$ cat src/rtl/rotation_matrix_from_unit_vectors_defines.svh
`ifndef ROTATION_MATRIX_FROM_UNIT_VECTORS_DEFINES_SVH
`define ROTATION_MATRIX_FROM_UNIT_VECTORS_DEFINES_SVH

// same-cycle implication, sampled on clk, off during rst
`define RMUV_ASSERT_IMPL(name, ante, cons, msg) \
  name: assert property (@(posedge clk) disable iff (rst) (ante) |-> (cons)) else $error(msg);

// next-cycle implication, sampled on clk, off during rst
`define RMUV_ASSERT_NEXT(name, ante, cons, msg) \
  name: assert property (@(posedge clk) disable iff (rst) (ante) |=> (cons)) else $error(msg);

`endif

$ cat src/rtl/rmuv_pkg.sv
`default_nettype none
package rmuv_pkg;

  localparam int FRAC_BITS  = 30;
  localparam int VEC_W      = 32;
  localparam int IN_W       = 6 * VEC_W;
  localparam int OUT_W      = 9 * VEC_W;
  localparam int CFG_W      = 31;
  localparam int DEN_W      = 34;
  localparam int NUM_W      = 62;
  localparam int QUO_W      = 32;
  localparam int CMP_W      = DEN_W + QUO_W;
  localparam int DIV_STEPS  = QUO_W;
  localparam int LANES      = 6;
  localparam int FIFO_DEPTH = 4;
  localparam int FIFO_AW    = 2;

  localparam logic signed [VEC_W-1:0] LIM = VEC_W'(64'sd1 <<< FRAC_BITS);
  localparam logic [QUO_W:0] QUO_CAP = {1'b1, {QUO_W{1'b0}}};
  localparam logic [CFG_W-1:0] CFG_RESET = CFG_W'(1024);

  // divider lanes
  localparam int LANE_P01 = 0;
  localparam int LANE_P02 = 1;
  localparam int LANE_P12 = 2;
  localparam int LANE_D0  = 3;
  localparam int LANE_D1  = 4;
  localparam int LANE_D2  = 5;

  typedef logic [NUM_W-1:0] num_t;
  typedef logic [QUO_W:0]   quo_t;

  typedef struct packed {
    logic signed [VEC_W-1:0] v0;
    logic signed [VEC_W-1:0] v1;
    logic signed [VEC_W-1:0] v2;
    logic [DEN_W-1:0]        d;
    logic                    degenerate;
  } work_t;

  typedef struct packed {
    logic signed [VEC_W-1:0] v0;
    logic signed [VEC_W-1:0] v1;
    logic signed [VEC_W-1:0] v2;
    logic                    degenerate;
    logic [2:0]              neg;
  } side_t;

endpackage
`default_nettype wire

$ cat src/rtl/rmuv_fifo.sv
`default_nettype none
module rmuv_fifo (
  input  wire logic             clk,
  input  wire logic             rst,
  input  wire logic             push,
  input  wire rmuv_pkg::work_t  in_word,
  output logic                  full,
  input  wire logic             pop,
  output rmuv_pkg::work_t       out_word,
  output logic                  empty
);
  import rmuv_pkg::*;

  work_t mem [FIFO_DEPTH];
  logic [FIFO_AW-1:0] wr_ptr, rd_ptr;
  logic [FIFO_AW:0]   count;

  assign full     = count == (FIFO_AW+1)'(FIFO_DEPTH);
  assign empty    = count == '0;
  assign out_word = mem[rd_ptr];

  always_ff @(posedge clk) begin
    if (rst) begin
      wr_ptr <= '0;
      rd_ptr <= '0;
      count  <= '0;
    end else begin
      if (push) wr_ptr <= wr_ptr + 1'b1;
      if (pop) rd_ptr <= rd_ptr + 1'b1;
      if (push && !pop) count <= count + 1'b1;
      else if (pop && !push) count <= count - 1'b1;
    end
  end

  always_ff @(posedge clk) begin
    if (push) mem[wr_ptr] <= in_word;
  end

endmodule
`default_nettype wire

$ cat config.mk
export PLATFORM = sky130hd
export DESIGN_NAME = rmuv_fifo
export DESIGN_NICKNAME = d
export VERILOG_FILES = /design/src/rtl/rotation_matrix_from_unit_vectors_defines.svh /design/src/rtl/rmuv_pkg.sv /design/src/rtl/rmuv_fifo.sv
export SDC_FILE = /design/constraint.sdc
export NUM_CORES = 1
export LEC_CHECK = 0
export BUFFER_PORTS_ARGS = -buffer_cell sky130_fd_sc_hd__buf_4
export CORE_UTILIZATION = 40
export DETAILED_ROUTE_END_ITERATION = 7
export GPL_ROUTABILITY_DRIVEN = 0
export PLACE_DENSITY = 0.66
export SETUP_SLACK_MARGIN = 0.1
export SLEW_MARGIN = 5
export SYNTH_ARGS = -nofsm -noshare
export SYNTH_HDL_FRONTEND = slang
export SYNTH_SLANG_ARGS = --single-unit
$ cat constraint.sdc
create_clock -name clk -period 6.76 [get_ports clk]
set_input_delay 0.338 -clock clk [delete_from_list [all_inputs] [get_ports clk]]
set_output_delay 0.338 -clock clk [all_outputs]
set_load 0.1 [all_outputs]
# Word-level counts from Yosys, hierarchy flattened
# Memories as Yosys holds them, arrays and structs flattened. A register that Yosys moved wholly into a read port is not among the register bits.
# Cells that the tools add are included.
# totals
reg_bits	7
output_inout_bits	133
in_bits	135
memories	1
mem_bits_rw	524
# mem_list
memory	depth	word_bits	read_ports	rd_clocked_by_memory_dff	write_ports	line_no	source
mem	4	131	1	1	1	rmuv_fifo.sv:14	work_t mem [FIFO_DEPTH];
# op_classes
mux	6
n_eq_ne	1
n_addsub	4
reduce_logical	6
# ops
operator	count
3-bit 2-to-1 mux	2
2-bit by 1-bit adder with 2-bit output, second input constant	2
2-bit 2-to-1 mux	2
3-bit by 1-bit adder with 3-bit output, second input constant	1
3-bit == test, second input constant	1
3-bit logical NOT	1
3-bit by 1-bit subtractor with 3-bit output, second input constant	1
1-bit logical AND	2
1-bit logical NOT	2
1-bit 2-to-1 mux	2
2-bit nonzero test	1

# Depth between registers and ports, before layout
# Gate-level depths: netlist of the first run.
# depth
ltp_word	4
ltp_mapped	7
mapped_depth_nobuf	7

# Worst setup path before layout of the first run
# OpenSTA, ideal clock, no wires.
# synth_path
path_kind	reg2reg
startpoint	reg wr_ptr[0]
endpoint	mem mem[0][0] (netlist name) (enable)
setup_ps	505
slack_ps	2707
path_stages_with_launch	4
n_path_buf	0
t_arrival_ps	3547
synth_period_minus_slack_ps	4053
cell_sequence	dfxtp_1 inv_1 ha_1 and2_1
# synth_rtl
element	line_no	source
from (decl)	rmuv_fifo.sv:15	logic [FIFO_AW-1:0] wr_ptr, rd_ptr;
from (signal assigned)	rmuv_fifo.sv:28	if (push) wr_ptr <= wr_ptr + 1'b1;
to (decl)	rmuv_fifo.sv:14	
# No word-level cell before the write port.

==> run summary, run 1 <==
Starting density of the core: 40.58%
Drt total wl: 37,890 µm
# fillers: 3,685
VDD IR max: 0.2244 mV
DR WL/cell: 20.74 µm
Clock Skew: 11.68 ps
Net Count, Synth: 870
Final min period: 3432 ps
FMAX: 291.4 MHz
Final Cycle Share: 50.77%
Multi-input gate area: 0.003191 mm²
Register area: 0.01592 mm²
Worst-Margin Slew: 1003 ps
CTS hold repair buffers: 134
Core area: 0.04775 mm²
Design area: 0.02504 mm²
WP buf/inv: 2
Die ar.: 0.04932 mm²
DR top layer: met5
Drt first-iter violations: 421
Pwr Density: 333.7 mW/mm²
Num CTS Buffers: 54
Yosys cell types: 22
Chip width: 222.1 µm
Worst EP required: 6420 ps
Gate power share: 20.1%
Critical Path, Cell by Cell: buf_4, mux4_2, buf_4
Max stage delay on crit path: 810 ps
Post-CTS Setup Bufs: 0
Clk slew on worst S/H paths: 60 ps
Unrepaired setup endpoints after global routing: no
I/O pins: 268
Final setup violation count: 0
Synth Instances: 729
Sequential fraction of the synthesis area: 82.14%
Hpwl dp: 21,690 µm
Final nets: 1,308
Hold/Removal Path Class: input pin to register
DRC violations left: 0
Antenna violations before repair: 3
PostCTS Resize Cnt: 0
Sw Ratio: 29.44%
Slew margin rel.: 33.12%
Vias post-DR: 9,062
Leakage power: 8.453 nW
RR Startpoint: wr_ptr[0]$_SDFFE_PP0P_
Worst Path Max Fanout: 39
Clk root buf: clkbuf_16
Vias in the first global route: 9,893
Startpoint types: register
Grt ovf: 0
R2r worst-path depth: 3
H-tree lvl count: 2
WHS Endpoint: wr_ptr[0]$_SDFFE_PP0P_
Total negative setup slack: 0 ps
Syn. warnings: 0
Critical path arrival: 3090 ps
Hold path startpoint: push
Largest net degree at the start of global routing: 63
Critical R2R Capture: mem[1][22]$_DFFE_PP_
Final Max Tran Viols: 0
Routed met2 length: 18,460 µm
Status: complete, no violations
Crit path max-delay cell type: dfxtp_4
Setup slack, reg-to-reg: 4380 ps
GRT Total Usage: 15.58%
DP Area: 0.02200 mm²
Endpoint type of the worst setup path: output pin
Met3 wire length: 2452 µm
Crit path max-delay family: buffers and inverters
Drt pass-1 iters: 4
Post-Route M1 WL: 16,150 µm
CTS sink cnt: 533
Crit path top cell by count: buf_4
Ratio of cells with drive above 1 in the final layout: 40.00%
Die height: 222.1 µm
Port bufs: 267
Internal: 0.005894 W
Setup Crit Path Kind: register to output pin
First-pass GRT wire length: 57,900 µm
Worst-Skew Late Latency: 580 ps
CTS tree: yes
Clock power frac: 33.8%
Mapped Area: 0.01938 mm²
Mean Syn Cell Area: 26.58 µm²
Deepest clock path buffer count: 3
Core Rows: 80
Vias/cell: 4.960
Psw: 0.002459 W
Hold path cells: 3
Max Cap Violations: 0
#FFs+latches synth: 533
Synth-to-layout area growth: 29.21%
Flop pwr share: 46.1%
DRT antenna net count: 0
Final hold violation count: 0
==> area by class of cell <==
type / count / area share, %
Sequential cell: 533 / 63.60
Clock buffer: 73 / 5.937
Antenna cell: 2 / 0.01999
Tap cell: 615 / 3.074
Clock inverter: 26 / 0.7896
Inverter: 4 / 0.05997
Multi-Input combinational cell: 161 / 12.74
Timing Repair Buffer: 413 / 13.77
==> worst register-to-register path: stages, from the launching register on <==
cell and delay, ps:
dfxtp_1 410, ha_1 180, and2_4 580, buf_4 770
==> logic make-up (layout without fill, tap and decap cells) <==
kind of cell / count (synthesis) / after routing / synth area share (%)
multiplexers: 133 / 133 / 15.33
other: 0 / 2 / 0
AND/OR/NAND/NOR: 15 / 15 / 0.3810
XOR/XNOR: 5 / 5 / 0.2261
AO/OA/AOI/OAI: 2 / 2 / 0.05161
adder cells (fa/ha/maj): 6 / 6 / 0.4262
buffers and inverters: 35 / 516 / 1.446
flip-flops: 533 / 533 / 82.14
==> worst max path at each step <==
stage,slack [ps],cells after the start,endpoint
2_1_floorplan,2710,3,mem[0][0]$_DFFE_PP_
3_3_place_gp,3840,3,out_word[3]
3_5_place_dp,3820,3,out_word[3]
4_1_cts,3170,3,out_word[100]
5_1_grt,3040,3,out_word[125]
6_report,3330,3,out_word[125]
==> cell usage in the layout (no fill, tap or decap), drive strengths merged <==
cell type	instances
nor3	1
clkbuf	73
a21oi	1
mux4	131
diode	2
dfxtp	9
mux2i	2
edfxtp	524
buf	279
nor3b	1
nand2	1
dlygate4sd3	134
fa	1
inv	5
ha	5
or3	1
and2	4
bufinv	3
clkinvlp	3
o21ai	1
clkinv	19
xor2	3
xnor2	2
nor2	7
==> state kept, by name, summed over array words and instances (netlist names), named ones only <==
signal / count
count: 3
mem: 524
rd_ptr: 2
wr_ptr: 2
==> metrics by stage <==
stage | cells | total power, W | hold slack (ps) | worst slack (ps) | utilization (%)
final | 1827 | 0.008353 | 83.75 | 3328 | 52.43
after global routing | 1827 | 0.008617 | 66.83 | 3038 | 52.43
after CTS | 1825 | 0.008459 | 49.87 | 3169 | 52.42
after detailed placement | 1592 | 0.005557 | 502.8 | 3824 | 46.09
after global placement | 1592 | 0.005536 | 482.1 | 3841 | 46.09
after floorplan | 729 | 0.005196 | 436.9 | 2707 | -
==> metal layers <==
layer | vias to the layer above | track usage, %
met4 | 2 | 5.085
li1 | 4024 | -
met3 | 61 | 4.625
met5 | - | 0
met1 | 4748 | 19.84
met2 | 227 | 25.61
==> power groups by stage <==
stage | combinational, W | clock (W) | sequential, W
final | 0.00168 | 0.00282 | 0.00385
after global placement | 0.00162 | 0 | 0.00392
after detailed placement | 0.00163 | 0 | 0.00393
after CTS | 0.00170 | 0.00290 | 0.00386
after global routing | 0.00174 | 0.00301 | 0.00387
after floorplan | 0.00129 | 0 | 0.00391
==> cells in the mapped netlist <==
cell      count  area (µm²)
o21ai_0       1       5.000
edfxtp_1    524       15740
nor2_1        7       26.28
buf_6         1       11.26
inv_1         4       15.01
ha_1          5       62.56
and2_1        4       25.02
mux2i_1       2       20.02
buf_4         3       22.52
dfxtp_1       9       180.2
or3_1         1       6.260
clkbuf_1      3       11.26
a21oi_1       1       5.000
nand2_1       1       3.750
nor3_1        1       5.000
nor3b_1       1       7.510
mux4_2      131        2950
buf_2        14       70.07
xor2_1        3       26.28
fa_1          1       20.02
buf_8        10       150.1
xnor2_1       2       17.52
No activity file was read; power rests on OpenSTA's default activity.
==> inputs of run 2 (changes only) <==
Clock period 6.76 ns to 3.3 ns, I/O delays scaled along.
==> run summary, run 2 (synthesized netlist as in run 1, its figures left out) <==
CTS sink cnt: 533 (unchanged)
Worst hold margin: 324.1 ps (+240.4 ps)
Final Cycle Share: 81.03%
Endpoint type of the worst setup path: output pin
Deepest clock path buffer count: 3 (unchanged)
RR Startpoint: wr_ptr[0]$_SDFFE_PP0P_
Drt total wl: 39,660 µm (+4.7%)
Max Cap Violations: 0 (unchanged)
Drt first-iter violations: 676 (+61%)
Commonest cells after routing, fill and taps aside: edfxtp_1 (524), buf_4 (276), dlygate4sd3_1 (135)
Worst EP required: 3130 ps (-3290 ps)
Synth-to-layout area growth: 30.38%
Vias post-DR: 9,261 (+2.2%)
Port bufs: 267 (unchanged)
Hold/Removal Path Class: input pin to register
Pre-CTS setup slack: 1151 ps (-2674 ps)
Critical path arrival: 2510 ps (-580 ps)
FMAX: 374.0 MHz
Startpoint types: register
Clk slew on worst S/H paths: 60 ps (about the same)
# fillers: 3,706 (+0.57%)
Reg with most FFs: mem
Core Rows: 80 (unchanged)
Worst Setup EP: out_word[112]
Max reg flops: 524 (unchanged)
Final hold violation count: 0 (unchanged)
Final nets: 1,316 (+0.61%)
Clock Skew: 11.26 ps (-0.4210 ps)
Final min period: 2674 ps
Hpwl dp: 23,150 µm (+6.7%)
Biggest regs: mem: 524 flops, count: 3 flops
Grt ovf: 0 (unchanged)
First-pass GRT wire length: 59,730 µm (+3.1%)
Final setup violation count: 0 (unchanged)
Largest net degree at the start of global routing: 67 (+6.3%)
Die height: 222.1 µm (unchanged)
Core area: 0.04775 mm² (unchanged)
Post-CTS Setup Bufs: 0 (unchanged)
R2r worst-path depth: 4 (+1)
Num CTS Buffers: 54 (unchanged)
Leakage power: 8.564 nW (+1.3%)
Setup slack after layout: 626.0 ps (-2702 ps)
Total negative setup slack: 0 ps (unchanged)
Setup slack, reg-to-reg: 1320 ps (-3060 ps)
Unrepaired setup endpoints after global routing: no
H-tree lvl count: 2 (unchanged)
DR WL/cell: 21.60 µm (+4.2%)
Ratio of cells with drive above 1 in the final layout: 41.02% (+1.0 points)
Worst Path Max Fanout: 53 (+36%)
Most common cell after layout, fill and taps aside: edfxtp_1
Starting density of the core: 40.58% (unchanged)
CTS tree: yes
Crit path max-delay cell type: mux4_2
Setup Crit Path Kind: register to output pin
Chip width: 222.1 µm (unchanged)
DRC violations left: 0 (unchanged)
Pwr Density: 683.2 mW/mm² (+100%)
Vias/cell: 5.044 (+1.7%)
DRT antenna net count: 0 (unchanged)
Die ar.: 0.04932 mm² (unchanged)
VDD IR max: 0.4698 mV (+110%)
Slew margin rel.: 52.83% (+20 points)
Critical R2R Capture: mem[0][97]$_DFFE_PP_
I/O pins: 268 (unchanged)
Worst-Margin Slew: 707.5 ps (-295.7 ps)
Clk root buf: clkbuf_16
Max stage delay on crit path: 590 ps (-220 ps)
Critical Path, Cell by Cell: buf_12, mux4_2, buf_4
Final Max Tran Viols: 0 (unchanged)
Worst-Skew Late Latency: 590 ps (about the same)
Drt pass-1 iters: 4 (unchanged)
Status: complete, no violations
GRT Total Usage: 16.14% (+0.57 points)
Antenna violations before repair: 4 (+1)
Vias in the first global route: 9,876 (-0.17%)
run 2: metal layers:
layer  wire length, µm  track usage (%)
met5                16           0.5865
met4               601            3.763
met3              3045            4.943
met2             18370            24.45
met1             17630            22.92
run 2: repair_timing:
action | 4_1_cts | 5_1_grt
hold buffers | 135 | 0
hold endpoints to repair | 533 | 0
gates resized for setup | 0 | 0
run 2: per-stage QoR:
stage | utilization, % | total power [W] | cells | instance area, µm²
2_1_floorplan | - | 0.01062 | 729 | 19380
3_3_place_gp | 46.43 | 0.01140 | 1599 | 22170
3_5_place_dp | 46.43 | 0.01143 | 1599 | 22170
4_1_cts | 52.90 | 0.01747 | 1834 | 25260
5_1_grt | 52.91 | 0.01781 | 1836 | 25260
6_report | 52.91 | 0.01726 | 1836 | 25260
run 2: worst max-delay path, delay by kind of cell, from the launching register on:
kind     cells  cell delay [ps]
mux          1              590
buf+inv      2              630
flops        1              570
run 2: worst min-delay path by stage:
stage	from	to	slack [ps]	cells after the start
floorplan	in_word[0]	mem[0][0]$_DFFE_PP_	260	0
global placement	in_word[26]	mem[3][26]$_DFFE_PP_	370	1
detailed placement	in_word[1]	mem[2][1]$_DFFE_PP_	370	1
CTS	in_word[73]	mem[0][73]$_DFFE_PP_	270	2
global route	in_word[3]	mem[2][3]$_DFFE_PP_	290	2
finish	in_word[93]	mem[2][93]$_DFFE_PP_	320	2
run 2: power by group:
part,switching (W),internal [W]
sequential,0.0000932,0.00778
clock,0.00244,0.00343
combinational,0.00257,0.000944
total,0.00511,0.0122
run 2: layout make-up:
cell class | instances | area (µm²) | area share [%]
well taps | 615 | 769.5 | 3.046
flip-flops and latches | 533 | 15920 | 63.03
inverters | 4 | 15.01 | 0.05943
repair buffers | 421 | 3623 | 14.34
multi-input cells | 161 | 3191 | 12.63
clock buffers | 75 | 1588 | 6.285
diodes | 2 | 5.005 | 0.01981
clock inverters | 25 | 148.9 | 0.5894
